### src/rtl/clnsq_pkg.sv
// Shared types, codes and constants of the character LCD nibble sequencer.
`timescale 1ns / 1ps
package clnsq_pkg;

  // Request codes carried in the input tuser field
  typedef enum logic [2:0] {
    CMD_INIT   = 3'd0,
    CMD_INSTR  = 3'd1,
    CMD_CHAR   = 3'd2,
    CMD_CURSOR = 3'd3,
    CMD_CLEAR  = 3'd4,
    CMD_HOME   = 3'd5,
    CMD_HEX    = 3'd6
  } cmd_e;

  // Configuration register indexes
  typedef enum logic [2:0] {
    REG_TWO_LINE   = 3'd0,
    REG_LINE1_BASE = 3'd1,
    REG_LINE2_BASE = 3'd2,
    REG_LINE3_BASE = 3'd3,
    REG_LINE4_BASE = 3'd4,
    REG_DISP_FLAGS = 3'd5,
    REG_ENTRY_FLAGS = 3'd6
  } reg_e;

  localparam int unsigned WaitW  = 13;
  localparam int unsigned IdxW   = 4;
  localparam int unsigned CfgW   = 7;

  // Wait times in microseconds
  localparam logic [WaitW-1:0] WAIT_NONE  = 13'd0;
  localparam logic [WaitW-1:0] WAIT_CMD   = 13'd45;
  localparam logic [WaitW-1:0] WAIT_DATA  = 13'd50;
  localparam logic [WaitW-1:0] WAIT_INIT2 = 13'd120;
  localparam logic [WaitW-1:0] WAIT_SLOW  = 13'd2045;
  localparam logic [WaitW-1:0] WAIT_INIT1 = 13'd5000;

  // Instruction bytes
  localparam logic [7:0] INS_FUNC_2LINE = 8'h28;
  localparam logic [7:0] INS_FUNC_1LINE = 8'h20;
  localparam logic [7:0] INS_DISP_CTRL  = 8'h08;
  localparam logic [7:0] INS_CLEAR      = 8'h01;
  localparam logic [7:0] INS_HOME       = 8'h02;
  localparam logic [7:0] INS_ENTRY      = 8'h04;
  localparam logic [7:0] INS_SET_DDRAM  = 8'h80;
  localparam logic [3:0] NIB_WAKE       = 4'h3;
  localparam logic [3:0] NIB_4BIT       = 4'h2;

  // Run lengths in nibbles
  localparam logic [IdxW-1:0] LEN_INIT = 4'd12;
  localparam logic [IdxW-1:0] LEN_BYTE = 4'd2;

  // Configuration reset values
  localparam logic       RST_TWO_LINE    = 1'b1;
  localparam logic [6:0] RST_LINE1_BASE  = 7'd0;
  localparam logic [6:0] RST_LINE2_BASE  = 7'd64;
  localparam logic [6:0] RST_LINE3_BASE  = 7'd20;
  localparam logic [6:0] RST_LINE4_BASE  = 7'd84;
  localparam logic [2:0] RST_DISP_FLAGS  = 3'd4;
  localparam logic [1:0] RST_ENTRY_FLAGS = 2'd2;

  typedef struct packed {
    logic             two_line;
    logic [3:0][6:0]  line_base;
    logic [2:0]       disp_flags;
    logic [1:0]       entry_flags;
  } cfg_t;

  // One latched request, with the clipped digit count and run length
  typedef struct packed {
    cmd_e            cmd;
    logic [7:0]      byte_value;
    logic [6:0]      column;
    logic [1:0]      row;
    logic [15:0]     hex_value;
    logic [2:0]      ndig;
    logic [IdxW-1:0] len;
  } req_t;

  // One nibble write on the LCD bus
  typedef struct packed {
    logic             reg_select;
    logic [3:0]       nibble;
    logic [WaitW-1:0] wait_us;
    logic             last;
  } nib_t;

  // Lower-case ASCII for one hex digit
  function automatic logic [7:0] hex_char(input logic [3:0] d);
    logic [7:0] c;
    if (d < 4'd10) begin
      c = 8'h30 + {4'd0, d};
    end else begin
      c = 8'h57 + {4'd0, d};
    end
    return c;
  endfunction

endpackage

### src/rtl/clnsq_cfg_regs.sv
// Configuration register bank of the character LCD nibble sequencer.
`timescale 1ns / 1ps
module clnsq_cfg_regs (
  input  logic                         clk_i,
  input  logic                         rst_ni,
  input  logic                         cfg_we_i,
  input  clnsq_pkg::reg_e              cfg_addr_i,
  input  logic [clnsq_pkg::CfgW-1:0]   cfg_wdata_i,
  output clnsq_pkg::cfg_t              cfg_o
);

  clnsq_pkg::cfg_t cfg_q;

  // Register writes, one field per index; unused index is dropped
  always_ff @(posedge clk_i or negedge rst_ni) begin
    if (!rst_ni) begin
      cfg_q.two_line     <= clnsq_pkg::RST_TWO_LINE;
      cfg_q.line_base[0] <= clnsq_pkg::RST_LINE1_BASE;
      cfg_q.line_base[1] <= clnsq_pkg::RST_LINE2_BASE;
      cfg_q.line_base[2] <= clnsq_pkg::RST_LINE3_BASE;
      cfg_q.line_base[3] <= clnsq_pkg::RST_LINE4_BASE;
      cfg_q.disp_flags   <= clnsq_pkg::RST_DISP_FLAGS;
      cfg_q.entry_flags  <= clnsq_pkg::RST_ENTRY_FLAGS;
    end else if (cfg_we_i) begin
      case (cfg_addr_i)
        clnsq_pkg::REG_TWO_LINE:    cfg_q.two_line     <= cfg_wdata_i[0];
        clnsq_pkg::REG_LINE1_BASE:  cfg_q.line_base[0] <= cfg_wdata_i[6:0];
        clnsq_pkg::REG_LINE2_BASE:  cfg_q.line_base[1] <= cfg_wdata_i[6:0];
        clnsq_pkg::REG_LINE3_BASE:  cfg_q.line_base[2] <= cfg_wdata_i[6:0];
        clnsq_pkg::REG_LINE4_BASE:  cfg_q.line_base[3] <= cfg_wdata_i[6:0];
        clnsq_pkg::REG_DISP_FLAGS:  cfg_q.disp_flags   <= cfg_wdata_i[2:0];
        clnsq_pkg::REG_ENTRY_FLAGS: cfg_q.entry_flags  <= cfg_wdata_i[1:0];
        default: ;
      endcase
    end
  end

  assign cfg_o = cfg_q;

endmodule

### src/rtl/clnsq_nibble_gen.sv
// Combinational expander: nibble number idx of a latched request.
`timescale 1ns / 1ps
module clnsq_nibble_gen (
  input  clnsq_pkg::req_t              req_i,
  input  clnsq_pkg::cfg_t              cfg_i,
  input  logic [clnsq_pkg::IdxW-1:0]   idx_i,
  output clnsq_pkg::nib_t              nib_o
);

  logic [7:0]                  byte_val;
  logic [clnsq_pkg::WaitW-1:0] low_wait;
  logic                        rs;
  logic [1:0]                  init_j;
  logic [6:0]                  addr;
  logic [1:0]                  dig_sh;
  logic [3:0]                  digit;
  logic [15:0]                 hex_shift;
  logic                        hi_half;

  assign hi_half = ~idx_i[0];
  // Byte slot of init after the four wake-up nibbles
  assign init_j  = 2'(idx_i[3:1] - 3'd2);
  assign addr    = 7'(cfg_i.line_base[req_i.row] + req_i.column);
  // Hex digits go out most significant first
  assign dig_sh    = 2'(req_i.ndig - 3'd1 - {1'b0, idx_i[2:1]});
  assign hex_shift = req_i.hex_value >> {dig_sh, 2'b00};
  assign digit     = hex_shift[3:0];

  // Byte being sent and the wait after its low nibble
  always_comb begin
    byte_val = 8'h00;
    low_wait = clnsq_pkg::WAIT_CMD;
    rs       = 1'b0;
    case (req_i.cmd)
      clnsq_pkg::CMD_INIT: begin
        case (init_j)
          2'd0: byte_val = cfg_i.two_line ? clnsq_pkg::INS_FUNC_2LINE
                                          : clnsq_pkg::INS_FUNC_1LINE;
          2'd1: byte_val = clnsq_pkg::INS_DISP_CTRL | {5'd0, cfg_i.disp_flags};
          2'd2: begin
            byte_val = clnsq_pkg::INS_CLEAR;
            low_wait = clnsq_pkg::WAIT_SLOW;
          end
          default: byte_val = clnsq_pkg::INS_ENTRY | {6'd0, cfg_i.entry_flags};
        endcase
      end
      clnsq_pkg::CMD_INSTR:  byte_val = req_i.byte_value;
      clnsq_pkg::CMD_CHAR: begin
        byte_val = req_i.byte_value;
        low_wait = clnsq_pkg::WAIT_DATA;
        rs       = 1'b1;
      end
      clnsq_pkg::CMD_CURSOR: byte_val = clnsq_pkg::INS_SET_DDRAM | {1'b0, addr};
      clnsq_pkg::CMD_CLEAR: begin
        byte_val = clnsq_pkg::INS_CLEAR;
        low_wait = clnsq_pkg::WAIT_SLOW;
      end
      clnsq_pkg::CMD_HOME: begin
        byte_val = clnsq_pkg::INS_HOME;
        low_wait = clnsq_pkg::WAIT_SLOW;
      end
      clnsq_pkg::CMD_HEX: begin
        byte_val = clnsq_pkg::hex_char(digit);
        low_wait = clnsq_pkg::WAIT_DATA;
        rs       = 1'b1;
      end
      default: ;
    endcase
  end

  // Split into nibbles; init opens with four single wake-up nibbles
  always_comb begin
    nib_o.reg_select = rs;
    nib_o.last       = (idx_i == 4'(req_i.len - 4'd1));
    if (req_i.cmd == clnsq_pkg::CMD_INIT && idx_i < 4'd4) begin
      nib_o.nibble = (idx_i == 4'd3) ? clnsq_pkg::NIB_4BIT : clnsq_pkg::NIB_WAKE;
      nib_o.wait_us = (idx_i == 4'd0) ? clnsq_pkg::WAIT_INIT1 : clnsq_pkg::WAIT_INIT2;
    end else if (hi_half) begin
      nib_o.nibble  = byte_val[7:4];
      nib_o.wait_us = clnsq_pkg::WAIT_NONE;
    end else begin
      nib_o.nibble  = byte_val[3:0];
      nib_o.wait_us = low_wait;
    end
  end

endmodule

### src/rtl/char_lcd_nibble_sequencer.sv
// Top level of the character LCD nibble sequencer (4-bit bus, timed mode).
`timescale 1ns / 1ps
// Usage: a request enters on the s_axis channel (command in tuser, operands
// in tdata) and leaves as a run of nibble writes on the m_axis channel, one
// item per enable pulse: tuser is the register-select level, tdata carries
// the nibble and the wait in microseconds after it, tlast marks the final
// nibble of the run. Init gives 12 nibbles, instruction, character, cursor,
// clear and home give 2, hex gives 2 per digit, an unused code or a hex
// request with no digits gives none.
// A request is first held in the request register; its first nibble then
// enters the output register and appears on m_axis. One nibble leaves per
// cycle while the receiver does not stall; the expander handles one
// request at a time. The next request is taken in the cycle its
// predecessor's last nibble enters the output register, so runs follow
// each other without a gap. A stalled receiver holds the output register
// and the request register; nothing is lost. Reset empties both and loads
// the configuration defaults. The configuration port is a plain write port;
// the user must write it only while idle; the block does not enforce this.
module char_lcd_nibble_sequencer (
  input  logic        clk_i,
  input  logic        rst_ni,
  // Configuration writes
  input  logic        cfg_we_i,
  input  logic [2:0]  cfg_addr_i,
  input  logic [6:0]  cfg_wdata_i,
  // Request channel
  input  logic        s_axis_tvalid,
  output logic        s_axis_tready,
  // [7:0] byte_value, [14:8] column, [16:15] row, [32:17] hex_value,
  // [36:33] hex_digits, [39:37] zero
  input  logic [39:0] s_axis_tdata,
  // [2:0] command
  input  logic [2:0]  s_axis_tuser,
  // Nibble write channel
  output logic        m_axis_tvalid,
  input  logic        m_axis_tready,
  // [3:0] nibble, [16:4] wait_us, [23:17] zero
  output logic [23:0] m_axis_tdata,
  // [0] reg_select
  output logic        m_axis_tuser,
  output logic        m_axis_tlast
);

  clnsq_pkg::cfg_t                cfg;
  clnsq_pkg::req_t                req_d, req_q;
  logic                           req_vld_q;
  logic [clnsq_pkg::IdxW-1:0]     idx_d, idx_q;
  clnsq_pkg::nib_t                nib, out_q;
  logic                           out_vld_q;
  logic                           out_load, req_done, s_take;
  logic [3:0]                     ndig_raw;
  logic [2:0]                     ndig;

  clnsq_cfg_regs u_cfg (
    .clk_i       (clk_i),
    .rst_ni      (rst_ni),
    .cfg_we_i    (cfg_we_i),
    .cfg_addr_i  (clnsq_pkg::reg_e'(cfg_addr_i)),
    .cfg_wdata_i (cfg_wdata_i),
    .cfg_o       (cfg)
  );

  // Decode an incoming request: clip digit count, work out run length
  assign ndig_raw = s_axis_tdata[36:33];
  assign ndig     = (ndig_raw > 4'd4) ? 3'd4 : ndig_raw[2:0];

  always_comb begin
    req_d.cmd        = clnsq_pkg::cmd_e'(s_axis_tuser);
    req_d.byte_value = s_axis_tdata[7:0];
    req_d.column     = s_axis_tdata[14:8];
    req_d.row        = s_axis_tdata[16:15];
    req_d.hex_value  = s_axis_tdata[32:17];
    req_d.ndig       = ndig;
    case (req_d.cmd)
      clnsq_pkg::CMD_INIT:   req_d.len = clnsq_pkg::LEN_INIT;
      clnsq_pkg::CMD_INSTR,
      clnsq_pkg::CMD_CHAR,
      clnsq_pkg::CMD_CURSOR,
      clnsq_pkg::CMD_CLEAR,
      clnsq_pkg::CMD_HOME:   req_d.len = clnsq_pkg::LEN_BYTE;
      clnsq_pkg::CMD_HEX:    req_d.len = {ndig, 1'b0};
      default:               req_d.len = '0;
    endcase
  end

  clnsq_nibble_gen u_gen (
    .req_i (req_q),
    .cfg_i (cfg),
    .idx_i (idx_q),
    .nib_o (nib)
  );

  // Handshake: load a nibble when the output slot frees; take the next
  // request once the current run is finished
  assign out_load = req_vld_q && (req_q.len != '0) && (!out_vld_q || m_axis_tready);
  assign req_done = req_vld_q && ((req_q.len == '0) || (out_load && nib.last));
  assign s_axis_tready = !req_vld_q || req_done;
  assign s_take   = s_axis_tvalid && s_axis_tready;

  always_comb begin
    idx_d = idx_q;
    if (s_take || req_done) begin
      idx_d = '0;
    end else if (out_load) begin
      idx_d = idx_q + 4'd1;
    end
  end

  // Request register and nibble counter
  always_ff @(posedge clk_i or negedge rst_ni) begin
    if (!rst_ni) begin
      req_vld_q <= 1'b0;
      idx_q     <= '0;
    end else begin
      idx_q <= idx_d;
      if (s_take) begin
        req_vld_q <= 1'b1;
      end else if (req_done) begin
        req_vld_q <= 1'b0;
      end
    end
  end

  always_ff @(posedge clk_i) begin
    if (s_take) begin
      req_q <= req_d;
    end
  end

  // Output register
  always_ff @(posedge clk_i or negedge rst_ni) begin
    if (!rst_ni) begin
      out_vld_q <= 1'b0;
    end else if (out_load) begin
      out_vld_q <= 1'b1;
    end else if (m_axis_tready) begin
      out_vld_q <= 1'b0;
    end
  end

  always_ff @(posedge clk_i) begin
    if (out_load) begin
      out_q <= nib;
    end
  end

  assign m_axis_tvalid = out_vld_q;
  assign m_axis_tdata  = {7'd0, out_q.wait_us, out_q.nibble};
  assign m_axis_tuser  = out_q.reg_select;
  assign m_axis_tlast  = out_q.last;

endmodule
### config.mk
export PLATFORM = sky130hd
export DESIGN_NAME = char_lcd_nibble_sequencer
export DESIGN_NICKNAME = d
export VERILOG_FILES = /design/src/rtl/clnsq_pkg.sv /design/src/rtl/clnsq_cfg_regs.sv /design/src/rtl/clnsq_nibble_gen.sv /design/src/rtl/char_lcd_nibble_sequencer.sv
export SDC_FILE = /design/constraint.sdc
export NUM_CORES = 1
export LEC_CHECK = 0
export ABC_AREA = 0
export BUFFER_PORTS_ARGS = -buffer_cell sky130_fd_sc_hd__buf_4
export CORE_ASPECT_RATIO = 0.7
export CORE_MARGIN = 10
export CORE_UTILIZATION = 30
export CTS_BUF_LIST = sky130_fd_sc_hd__clkbuf_4 sky130_fd_sc_hd__clkbuf_8 sky130_fd_sc_hd__clkbuf_16
export DETAILED_ROUTE_END_ITERATION = 10
export PLACE_DENSITY = 0.5
export RECOVER_POWER = 100
export SYNTH_ARGS = -nofsm -noshare
export SYNTH_HDL_FRONTEND = slang
export SYNTH_SLANG_ARGS = --single-unit
### constraint.sdc
create_clock -name clk_i -period 6.4 [get_ports clk_i]
set_clock_uncertainty 0.15 [all_clocks]
set_input_delay 0.96 -clock clk_i [delete_from_list [all_inputs] [get_ports clk_i]]
set_output_delay 0.96 -clock clk_i [all_outputs]
set_load 0.005 [all_outputs]
After elaboration in Yosys (flattened, before gate mapping)
Index checks and enable logic that the tools add are counted.
{ "totals": {"register_bits": 101, "word_cells": 110, "inputBits": 58, "out_inout_bits": 28} }
{ "classes": {"n_shift": 1, "addsub": 8, "order_cmp": 4, "n_mux": 21, "n_reduce_logical": 33, "eq_ne": 22} }
{ "op_table": {"columns": ["operator", "count"], "rows": [
  ["$pmux W8 S6", 1],
  ["$pmux W13 S3", 1],
  ["$mux W17", 2],
  ["$eq A3 B3 Y1 const B", 9],
  ["$pmux W8 S3", 1],
  ["$eq A3 B2 Y1 const B", 6],
  ["$shr A16 B4 Y4", 1],
  ["$bmux W7 S2", 1],
  ["$reduce_and A2 Y1", 7],
  ["$mux W13", 1],
  ["$mux W4", 3],
  ["$pmux W4 S3", 1],
  ["$mux W11", 1],
  ["$eq A3 B1 Y1 const B", 3],
  ["$logic_not A3 Y1", 3],
  ["$add A7 B4 Y8 const A", 1],
  ["$logic_not A4 Y1", 2],
  ["$mux W8", 1],
  ["$add A6 B4 Y7 const A", 1],
  ["$add A7 B7 Y7", 1],
  ["$mux W7", 1],
  ["$logic_and A1 B1 Y1", 6],
  ["$mux W1", 6],
  ["$reduce_bool A2 Y1", 3],
  ["other kinds (20)", 26]
]} }

Longest topological paths before layout
Gate-level depths: netlist of run 1.
{ "depth": {"word_depth": 10, "mapped_depth": 12} }

Cells and area by module
A second synthesis of run 1 with hierarchy kept.
{ "unflattened": {"cells_unflattened": 349, "area_unflattened_um2": 4961.0} }
{ "modules_own_cells": {"columns": ["module", "area_per_inst_um2", "instances", "cells_per_inst", "seq_area_each_um2"], "rows": [
  ["char_lcd_nibble_sequencer", 2307.2, 1, 113, 1981.9],
  ["clnsq_cfg_regs", 1436.4, 1, 78, 862.1],
  ["clnsq_nibble_gen", 1217.4, 1, 158, 0.0]
]} }

Worst setup path after synthesis of run 1
OpenSTA, ideal clock, no wires.
{ "synth_timing": {"path_type": "reg-to-reg", "startpoint": "register req_q[1] in the netlist's numbering", "endpoint": "register req_q[10] in the netlist's numbering, enable pin", "stages_incl_launch_ff": 8, "n_path_buf": 0, "arrival_time_ps": 2301, "setup_slack_ps": 3547, "setup_time_ps": 402, "path_cell_list": "edfxtp_1 -> inv_1 -> ha_1 -> xor2_1 -> xnor2_1 -> and4_1 -> a21o_1 -> and2_1"} }
{ "synth_lines": {"columns": ["item", "line_no", "text"], "rows": [
  ["start: declaration", "char_lcd_nibble_sequencer.sv:45", "clnsq_pkg::req_t req_d, req_q;"],
  ["start signal: assignment", "char_lcd_nibble_sequencer.sv:126", "req_q <= req_d;"]
]} }

==> out/results.tsv, run 1 <==
stage	metric	value	unit
pwr	Power Dens Cells	360	mW/mm^2
logic_synthesis	Synth top area share	36.1	%
cts	CTS max path bufs	2	
grt	first-pass GRT wire length	16800	um
logic_synthesis	cell with the most instances after synthesis	edfxtp_1	
timing	setup TNS	0	ns
logic_synthesis	register area share after synthesis	57.8	%
grt	vias in the first global route	3045	
timing	fin worst setup slack	2.34	ns
timing	Tmin final	4.06	ns
place	post-placement setup slack	3.15	ns
final_layout	area of the multi-input gates	0.00178	mm^2
detailed_routing	WL met3	722	um
die	Die Ht	124	um
cts	Post-CTS Setup Inserts	0	
pwr	Max VDD drop	141	uV
die	I/O pin cnt	86	
cts	Reg clk slew, reported paths	0.07	ns
final_layout	Final #Nets	482	
setup_path	CP required	6.15	ns
setup_path	Worst Setup Start Kind	flop	
logic_synthesis	Post-Syn Instances	343	
final_layout	layout filler cell count	1532	
detailed_routing	ANT nets after route	0	
logic_synthesis	Yosys warnings	0	
status	failing checks	capacitance limit, slew limit	
timing	measured slew at the worst slew-check pin	2.75	ns
detailed_routing	DR iter-0 viols	237	
detailed_routing	vias per cell	4.67	
setup_path	Crit Path Class	flop to flop	
detailed_routing	met2 routed WL	4460	um
die	row count	38	
grt	total grt overflow	0	
logic_synthesis	main area contributors after synthesis	edfxtp_1 (36%), dfrtp_1 (17%), mux2_2 (8.4%), dfstp_2 (5.1%), mux4_2 (4.8%)	
pwr	total power	2030	uW
detailed_routing	met1 WL	5040	um
final_layout	share of cells above drive strength 1	32.9	%
timing	final hold violation count	0	
final_layout	Post-Layout Cell Count	616	
timing	period utilization	63.5	%
detailed_routing	drt wl/cell	16.8	um
logic_synthesis	top cells by count, synth	edfxtp_1 (56), mux2_2 (35), dfrtp_1 (31), nor2_1 (16)	
die	Die Area	0.0210	mm^2
timing	Setup-failing EPs final	0	
timing	Slew Limit Fails	83	
logic_synthesis	synth unique cells	60	
detailed_routing	Routed WL	10400	um
setup_path	R2R setup slack	2.34	ns
setup_path	critical path arrival	3.81	ns
timing	Peak Freq	246	MHz
die	width of the die	169	um
logic_synthesis	Top FF cell, synth	edfxtp_1	
hold_path	Worst Hold Class	flop to flop	
logic_synthesis	Post-Syn Area per Cell	13.6	um^2
cts	Skew-Pair Late Insertion Delay	0.34	ns
cts	CTS Hold Bufs	0	
die	Placeable Area	0.0154	mm^2
timing	unrepaired setup endpoints after global routing	false	
final_layout	Area Overhead vs Synth	20.7	%
final_layout	Util after Layout	36.6	%
logic_synthesis	FF+latch count, synth	96	
detailed_routing	via count	2879	
setup_path	FF-to-FF path depth	7	
cts	CTS sink cnt	96	
cts	CTS buffer count	9	
grt	Global Route Usage Sum	9.95	%
flow_run	Max-cap violations	2	
pwr	Leakage	0.00219	uW
timing	Max-slew headroom	-83.6	%
place	detailed-placement wirelength estimate	7830	um
detailed_routing	drc violations	0	
grt	initial antenna violation count	0	
logic_synthesis	Post-synth EDFFs	56	
cts	H-tree Lvls	3	
cts	root buf cell	clkbuf_16	
place	Cell Count Post-Placement	600	
logic_synthesis	Yosys top cell by area	edfxtp_1	
setup_path	CP Max Fanout	41	
final_layout	ANT cells	0	
place	IO buf count	74	
hold_path	hold path cells	1	
detailed_routing	DRT Pass-1 Iters	4	
place	GPL Wtd Cong	0.764	
detailed_routing	highest metal used	met4	
logic_synthesis	Syn Std Cell Area	0.00466	mm^2
final_layout	Register Area	0.00269	mm^2
grt	largest net degree at the start of global routing	42	
cts	post-cts sizing count	0	
setup_path	CP endpoint kind	flop	
logic_synthesis	Async SR Flop Fraction	41.7	%
status	outcome	finished, violations left	
cts	CTS tree	built	
die	Initial Util	30.4	%
-- layout make-up --
cell class	count	share of cell area, %
Sequential cell	96	47.9
Multi-Input combinational cell	215	31.6
Timing Repair Buffer	76	9.00
Tap cell	200	4.45
Clock buffer	10	4.14
Clock inverter	6	2.05
Inverter	13	0.867
-- sequential cells by signal, summed over array words and instances, names as in the netlist --
name / count
req_q: 41
u_cfg.cfg_o: 34
m_axis_tvalid: 1
m_axis_tlast: 1
idx_q: 4
req_vld_q: 1
m_axis_tdata: 13
m_axis_tuser: 1
-- layer usage --
layer / track usage, % / up-vias
li1: - / 1393
met1: 13.7 / 1393
met2: 14.1 / 81
met3: 3.94 / 12
met4: 2.68 / 0
met5: 0 / -
-- stage by stage --
step | instance area, um^2 | hold WS, ns
floorplan | 4690 | 0.324
global route | 5630 | 0.367
detailed placement | 5370 | 0.340
finish | 5630 | 0.354
CTS | 5720 | 0.356
global placement | 5370 | 0.333
-- worst paths after layout --
path                           startpoint              end
setup / recovery                 req_q[1]        req_q[19]
hold / removal             u_cfg.cfg_o[3]   u_cfg.cfg_o[3]
setup reg to reg                 req_q[1]        req_q[19]
hold reg to reg            u_cfg.cfg_o[3]   u_cfg.cfg_o[3]
max in group asynchronous          rst_ni   u_cfg.cfg_o[3]
min in group asynchronous          rst_ni  u_cfg.cfg_o[13]
-- kinds of logic (layout without fill, tap and decap cells) --
group / count (synthesis) / count (layout) / synth area share, %
DFF: 96 / 96 / 57.8
and+or+nand+nor: 77 / 77 / 9.33
AOI/OAI and AO/OA: 53 / 53 / 7.65
muxes: 50 / 50 / 14.4
buffers and inverters: 39 / 105 / 4.16
xor gates and xnor gates: 14 / 14 / 2.95
adders and majority gates: 13 / 13 / 3.65
other: 1 / 8 / 0.0804
-- critical path, cell delays in order (launching register included) --
cell	delay, ns
edfxtp_1	0.40
inv_1	0.10
ha_1	0.16
xor2_1	0.18
xnor2_1	0.13
and4_1	0.26
a21o_1	0.20
and2_0	2.00
-- report_power, final --
group / total, uW / leakage [uW] / internal, uW / switching (uW)
sequential: 882 / 0.000994 / 794 / 88.3
combinational: 523 / 0.00102 / 264 / 259
clock: 619 / 0.000167 / 389 / 230
total: 2030 / 0.00219 / 1450 / 578
-- cells in the final DEF (no fill, tap or decap), types with 10 or more instances in the layout --
cell and n:
nand2_1 14, a21oi_1 12, clkbuf_4 46, dfrtp_1 31, buf_4 14, nor2_1 16
ha_1 12, inv_1 13, edfxtp_1 56, o21ai_0 13, clkbuf_1 16, mux4_2 10
mux2_2 35
Note: power is estimated with default switching activity, not from simulation.
==> run 2: changes to the inputs <==
--- a/config.mk
+++ b/config.mk
@@ -5,14 +5,14 @@
 export SDC_FILE = /design/constraint.sdc
 export NUM_CORES = 1
 export LEC_CHECK = 0
-export ABC_AREA = 0
+export ABC_AREA = 1
 export BUFFER_PORTS_ARGS = -buffer_cell sky130_fd_sc_hd__buf_4
 export CORE_ASPECT_RATIO = 0.7
 export CORE_MARGIN = 10
 export CORE_UTILIZATION = 30
 export CTS_BUF_LIST = sky130_fd_sc_hd__clkbuf_4 sky130_fd_sc_hd__clkbuf_8 sky130_fd_sc_hd__clkbuf_16
 export DETAILED_ROUTE_END_ITERATION = 10
-export PLACE_DENSITY = 0.5
+export PLACE_DENSITY = 0.52
 export RECOVER_POWER = 100
 export SYNTH_ARGS = -nofsm -noshare
 export SYNTH_HDL_FRONTEND = slang
==> constraint.sdc (replaced) <==
create_clock -name clk_i -period 3.5 [get_ports clk_i]
set_clock_uncertainty 0.15 [all_clocks]
set_input_delay 0.525 -clock clk_i [delete_from_list [all_inputs] [get_ports clk_i]]
set_output_delay 0.525 -clock clk_i [all_outputs]
set_load 0.005 [all_outputs]
==> run 2 against run 1 <==
Against the previous run:
- the run still ends with capacitance limit, slew limit left
- cell count is 29% higher
- core utilization is 0.13 points higher
- combinational power is 91% higher
- fmax is 38% higher
- count of clock-buffer cells in the layout is 1 lower
- non-clock buffer count is 2 higher
- setup slack worse by 1.8 ns
- first-iteration DRC count is 8.4% higher
- wire length is 9.7% higher
- largest power group unchanged
==> out/results.tsv, run 2 <==
stage	metric	value	unit	change
die	Placeable Area	0.0155	mm^2	+0.93%
logic_synthesis	FF+latch count, synth	96		unchanged
timing	Peak Freq	339	MHz	+38%
grt	vias in the first global route	3644		+20%
final_layout	ANT cells	0		unchanged
place	detailed-placement wirelength estimate	8910	um	+14%
setup_path	R2R setup slack	0.55	ns	-1.78 ns
cts	CTS max path bufs	2		unchanged
final_layout	commonest non-fill, non-tap cell in the layout	nand2_1		
logic_synthesis	Yosys top cell by area	edfxtp_1		
detailed_routing	DR iter-0 viols	257		+8.4%
die	I/O pin cnt	86		unchanged
timing	Slew Limit Fails	41		-51%
cts	Reg clk slew, reported paths	0.08	ns	about the same
setup_path	FF-to-FF path depth	7		unchanged
logic_synthesis	Yosys warnings	0		unchanged
setup_path	critical path arrival	2.78	ns	-1.03 ns
detailed_routing	ANT nets after route	0		unchanged
detailed_routing	DRT Pass-1 Iters	4		unchanged
cts	CTS sink cnt	96		unchanged
setup_path	r2r endpoint	req_q[36]		
flow_run	Max-cap violations	1		-1
logic_synthesis	Top FF cell, synth	edfxtp_1		
grt	Global Route Usage Sum	11.0	%	+1.0 points
logic_synthesis	Post-Syn Instances	512		+49%
logic_synthesis	Syn Std Cell Area	0.00473	mm^2	+1.4%
grt	first-pass GRT wire length	18500	um	+10%
logic_synthesis	Async SR Flop Fraction	41.7	%	unchanged
detailed_routing	Routed WL	11400	um	+9.7%
cts	CTS tree	built		
timing	worst hold slack	0.206	ns	-0.148 ns
cts	CTS buffer count	9		unchanged
final_layout	most frequent cells in the layout	nand2_1 (127), o21ai_0 (68), inv_1 (62), edfxtp_1 (56), clkbuf_4 (45)		
status	outcome	finished, violations left		
cts	Post-CTS Setup Inserts	0		unchanged
hold_path	hold path cells	1		unchanged
final_layout	Final #Nets	659		+37%
die	Initial Util	30.5	%	+0.15 points
detailed_routing	via count	3624		+26%
cts	root buf cell	clkbuf_16		
place	GPL Wtd Cong	0.887		+16%
cts	Skew-Pair Late Insertion Delay	0.36	ns	+0.02 ns
pwr	Power Dens Cells	624	mW/mm^2	+73%
timing	final hold violation count	0		unchanged
timing	Tmin final	2.95	ns	-1.12 ns
detailed_routing	drc violations	0		unchanged
setup_path	Crit Path Class	flop to flop		
die	Die Ht	125	um	+0.60%
setup_path	Worst Setup Start Kind	flop		
detailed_routing	vias per cell	4.57		-2.2%
final_layout	Area Overhead vs Synth	20.5	%	
grt	initial antenna violation count	0		unchanged
timing	unrepaired setup endpoints after global routing	false		
timing	Setup-failing EPs final	0		unchanged
pwr	Leakage	0.00258	uW	+18%
final_layout	share of cells above drive strength 1	17.0	%	-16 points
final_layout	Top reg by flops	req_q		
die	row count	38		unchanged
grt	largest net degree at the start of global routing	42		unchanged
pwr	Max VDD drop	234	uV	+66%
setup_path	CP required	3.33	ns	-2.82 ns
setup_path	CP endpoint kind	flop		
setup_path	reg2reg start	idx_q[0]		
grt	total grt overflow	0		unchanged
timing	measured slew at the worst slew-check pin	2.11	ns	-0.647 ns
hold_path	Worst Hold Class	input port to flop		
die	width of the die	170	um	+0.62%
hold_path	hold_sp	s_axis_tdata[12]		
die	Die Area	0.0213	mm^2	+1.2%
logic_synthesis	cell with the most instances after synthesis	nand2_1		
place	IO buf count	74		unchanged
logic_synthesis	main area contributors after synthesis	edfxtp_1 (36%), dfrtp_1 (16%), nand2_1 (9.9%), o21ai_0 (6.7%), dfstp_2 (5.0%)		
hold_path	WHS Endpoint	req_q[29]		
logic_synthesis	Post-Syn Area per Cell	9.24	um^2	-32%
status	failing checks	capacitance limit, slew limit		
logic_synthesis	Post-synth EDFFs	56		unchanged
timing	Max-slew headroom	-40.5	%	+43 points
detailed_routing	drt wl/cell	14.3	um	-15%
cts	post-cts sizing count	0		unchanged
logic_synthesis	top cells by count, synth	nand2_1 (125), o21ai_0 (63), inv_1 (60), edfxtp_1 (56), nand3_1 (34)		
cts	H-tree Lvls	3		unchanged
final_layout	Largest register FFs	41		unchanged
logic_synthesis	synth unique cells	37		-38%
timing	setup TNS	0	ns	unchanged
timing	period utilization	84.2	%	+21 points
logic_synthesis	Synth top area share	35.5	%	-0.51 points
logic_synthesis	register area share after synthesis	56.9	%	-0.81 points
setup_path	CP Max Fanout	41		unchanged
[run 2: cell count changes in the layout (fill, tap and decap cells not counted), sizes merged, moves of 5 or more]
cell | previous run | this run
nand2 | 14 | 132
o21ai | 14 | 69
inv | 15 | 68
mux2 | 35 | 0
nand3 | 9 | 35
nor2 | 16 | 33
mux4 | 10 | 0
o22ai | 0 | 6
nand2b | 6 | 1
nor3b | 5 | 0
xnor2 | 9 | 4
[run 2: area by class of cell]
type / instances / area, um^2
Fill cell: 1605 / 9800
Sequential cell: 96 / 2690
Multi-Input combinational cell: 339 / 1690
Timing Repair Buffer: 78 / 522
Tap cell: 200 / 250
Inverter: 64 / 243
Clock buffer: 9 / 225
Clock inverter: 7 / 81.3
[run 2: worst max-delay path, stage by stage, from the launching register on]
cell and delay (ns):
dfrtp_1 0.49, inv_1 0.21, a21oi_1 0.15, o21ai_0 0.10
nor3_1 0.38, nand2_1 0.19, a21oi_4 0.14, buf_2 0.73
[run 2: what timing repair did]
| item | CTS | global route |
|---|---|---|
| hold buffers | 1 | 0 |
| endpoints found under the setup margin | 0 | 0 |
| endpoints found under the hold margin | 18 | 0 |
[run 2: cell families after synthesis]
kind of cell | after synthesis | share of synthesized area (%)
other cells | 1 | 0.0793
buf+inv | 84 | 7.86
fa+ha+maj | 13 | 3.60
simple gates | 219 | 19.9
compound gates | 94 | 10.6
flops | 96 | 56.9
mux | 1 | 0.212
xor+xnor | 4 | 0.740
[run 2: power breakdown]
part,internal (uW),total [uW],switching (uW),leakage (uW)
clock network,510,988,477,0.000150
logic,376,1000,626,0.00142
registers,1440,1570,123,0.00101
[run 2: worst max path at each step]
stage | from | end | slack (ns) | cells after the start
2_1_floorplan | req_q[1] | req_q[10] | 0.60 | 6
3_3_place_gp | req_q[24] | m_axis_tdata[1] | 0.70 | 13
3_5_place_dp | req_q[24] | m_axis_tdata[1] | 0.70 | 13
4_1_cts | idx_q[1] | m_axis_tdata[0] | 0.68 | 14
5_1_grt | idx_q[0] | req_q[9] | 0.21 | 7
6_report | idx_q[0] | req_q[36] | 0.55 | 7
[run 2: stage by stage]
stage / util, % / cells / power, uW / setup slack, ns / area (um^2)
global placement: 35.3 / 776 / 2630 / 0.701 / 5470
detailed placement: 35.3 / 776 / 2650 / 0.699 / 5470
finish: 36.8 / 793 / 3550 / 0.553 / 5700
CTS: 37.3 / 793 / 3650 / 0.682 / 5780
global route: 36.8 / 793 / 3820 / 0.210 / 5700
floorplan: - / 519 / 2290 / 0.602 / 4760
[run 2: metal layers]
layer  track usage, %  up-vias  part of all wire (%)
li1                 -     1833                     -
met1             14.7     1682                    50
met2             16.1       94                    42
met4             3.76        0                   1.6
met5                0        -                     0
met3             3.74       15                   6.5
==> run 3: changes to the inputs <==
==> constraint.sdc (replaced) <==
create_clock -name clk_i -period 2.67 [get_ports clk_i]
set_clock_uncertainty 0.15 [all_clocks]
set_input_delay 0.4005 -clock clk_i [delete_from_list [all_inputs] [get_ports clk_i]]
set_output_delay 0.4005 -clock clk_i [all_outputs]
set_load 0.005 [all_outputs]
==> run 3 against run 2 <==
Against the previous run:
- the flow now finishes without violations
- via count grew 1.1%
- worst hold slack got worse by 0.11 ns
- critical path type unchanged
- sequential share of layout area shrank 1.5 points
- highest routed layer unchanged
- flip-flop and latch count stayed put
- clock power increased by 31%
- non-clock buffer count increased by 15
- final area is 3.3% higher
- global-route usage increased by 0.54 points
- cell count is 1.9% higher
- first-iteration DRC count rose by 9.3%
- combinational power rose by 45%
==> out/results.tsv, run 3 (synthesis results as in run 2) <==
stage	metric	value	unit	change
detailed_routing	vias per cell	4.53		-0.80%
timing	Tmin final	2.60	ns	-0.343 ns
timing	measured slew at the worst slew-check pin	1.02	ns	-1.09 ns
die	row count	38		unchanged
detailed_routing	via count	3663		+1.1%
die	Placeable Area	0.0155	mm^2	unchanged
pwr	Leakage	0.00267	uW	+3.5%
timing	unrepaired setup endpoints after global routing	true		
die	I/O pin cnt	86		unchanged
timing	Max-slew headroom	32.0	%	+72 points
cts	Reg clk slew, reported paths	0.07	ns	about the same
die	Die Area	0.0213	mm^2	unchanged
timing	Peak Freq	384	MHz	+13%
hold_path	hold path cells	1		unchanged
cts	root buf cell	clkbuf_16		
die	Initial Util	30.5	%	unchanged
cts	CTS tree	built		
timing	final hold violation count	0		unchanged
die	width of the die	170	um	unchanged
detailed_routing	DRT Pass-1 Iters	5		+1
final_layout	most frequent cells in the layout	nand2_1 (125), inv_1 (59), o21ai_0 (58), edfxtp_1 (56), clkbuf_4 (49)		
hold_path	Worst Hold Class	input port to flop		
detailed_routing	Routed WL	11800	um	+4.2%
place	detailed-placement wirelength estimate	9070	um	+1.7%
setup_path	slowest CP cell	edfxtp_1		
final_layout	Largest register FFs	41		unchanged
setup_path	Worst Setup Start Kind	flop		
setup_path	Crit Path Class	flop to flop		
detailed_routing	drt wl/cell	14.7	um	+2.3%
grt	vias in the first global route	3723		+2.2%
place	IO buf count	74		unchanged
setup_path	CP required	2.63	ns	-0.70 ns
setup_path	Levels on crit path	13		+6
setup_path	CP max stage delay	0.48	ns	-0.25 ns
setup_path	cells along the critical path	buf_4 > buf_4 > o21ai_0 > o22ai_1 > ha_1 > nand2_1 > or2_2 > a31oi_2 > o21ai_0 > nand2_1 > nand2_1 > nand2_1 > inv_1		
timing	setup TNS	0	ns	unchanged
cts	CTS buffer count	9		unchanged
place	post-placement setup slack	0.0283	ns	-0.670 ns
grt	total grt overflow	0		unchanged
final_layout	share of cells above drive strength 1	22.4	%	+5.3 points
detailed_routing	drc violations	0		unchanged
grt	largest net degree at the start of global routing	42		unchanged
setup_path	Worst Path Buf+Inv	3		+1
pwr	total power	4800	uW	+35%
setup_path	cell family with most CP delay	simple AND/OR/NAND/NOR gates		
final_layout	Area Overhead vs Synth	24.5	%	
timing	Setup-failing EPs final	0		unchanged
timing	fin worst setup slack	0.0652	ns	-0.487 ns
detailed_routing	ANT nets after route	0		unchanged
setup_path	CP Max Fanout	6		-85%
grt	initial antenna violation count	0		unchanged
timing	period utilization	97.6	%	+13 points
cts	H-tree Lvls	3		unchanged
pwr	Power Dens Cells	815	mW/mm^2	+31%
flow_run	Max-cap violations	0		-1
place	GPL Wtd Cong	0.846		-4.6%
status	outcome	finished clean		
setup_path	CP endpoint kind	flop		
timing	worst hold slack	0.0957	ns	-0.110 ns
final_layout	ANT cells	0		unchanged
cts	CTS max path bufs	2		unchanged
pwr	Max VDD drop	326	uV	+39%
final_layout	Top reg by flops	req_q		
setup_path	Crit path top cell by count	nand2_1		
detailed_routing	DR iter-0 viols	281		+9.3%
final_layout	commonest non-fill, non-tap cell in the layout	nand2_1		
setup_path	FF-to-FF path depth	13		+6
grt	first-pass GRT wire length	19400	um	+5.1%
timing	Slew Limit Fails	0		-100%
cts	Skew-Pair Late Insertion Delay	0.35	ns	about the same
setup_path	critical path arrival	2.57	ns	-0.21 ns
cts	CTS sink cnt	96		unchanged
grt	Global Route Usage Sum	11.5	%	+0.54 points
final_layout	Final #Nets	674		+2.3%
die	Die Ht	125	um	unchanged
-- run 3: what timing repair did --
item,in CTS,in global routing
endpoints found under the hold margin,31,0
buffers inserted,0,7
endpoints found under the setup margin,0,4
gates resized for setup,0,20
hold buffers,1,0
-- run 3: layer usage --
layer / track usage (%) / vias to the layer above / part of all wire, %
li1: - / 1871 / -
met1: 15.8 / 1676 / 50
met2: 16.4 / 102 / 41
met3: 3.84 / 14 / 7.0
met4: 4.27 / 0 / 1.6
met5: 0 / - / 0
-- run 3: worst paths after layout --
check	from	endpoint	slack (ns)
max	req_q[24]	m_axis_tdata[1]	0.07
min	s_axis_tdata[10]	req_q[27]	0.1
max reg2reg	req_q[24]	m_axis_tdata[1]	0.07
min reg2reg	u_cfg.cfg_o[16]	u_cfg.cfg_o[16]	0.34
max in group asynchronous	rst_ni	req_vld_q	1.12
min in group asynchronous	rst_ni	u_cfg.cfg_o[10]	0.61
-- run 3: worst register-to-register path, stage by stage (launching register included) --
cell	delay [ns]
edfxtp_1	0.48
buf_4	0.18
buf_4	0.14
o21ai_0	0.07
o22ai_1	0.12
ha_1	0.38
nand2_1	0.08
or2_2	0.32
a31oi_2	0.13
o21ai_0	0.09
nand2_1	0.08
nand2_1	0.05
nand2_1	0.07
inv_1	0.04
-- run 3: layout make-up --
class / instances / area [um^2]
inverter: 64 / 245
timing repair buffer: 93 / 658
clock buffer: 11 / 246
multi-input combinational: 339 / 1740
sequential: 96 / 2690
tap: 200 / 250
fill: 1611 / 9610
clock inverter: 5 / 55.1
-- run 3: power by group --
| group | leakage (uW) | switching [uW] | internal, uW | total, uW |
|---|---|---|---|---|
| sequential | 0.00101 | 165 | 1890 | 2050 |
| combinational | 0.00152 | 876 | 573 | 1450 |
| clock | 0.000147 | 535 | 760 | 1290 |
-- run 3: per-stage QoR --
| step | instance area, um^2 | utilization [%] | instances |
|---|---|---|---|
| 6_report | 5890 | 38.0 | 808 |
| 3_3_place_gp | 5530 | 35.7 | 783 |
| 4_1_cts | 5840 | 37.7 | 800 |
| 2_1_floorplan | 4770 | - | 519 |
| 5_1_grt | 5890 | 38.0 | 808 |
| 3_5_place_dp | 5530 | 35.7 | 783 |
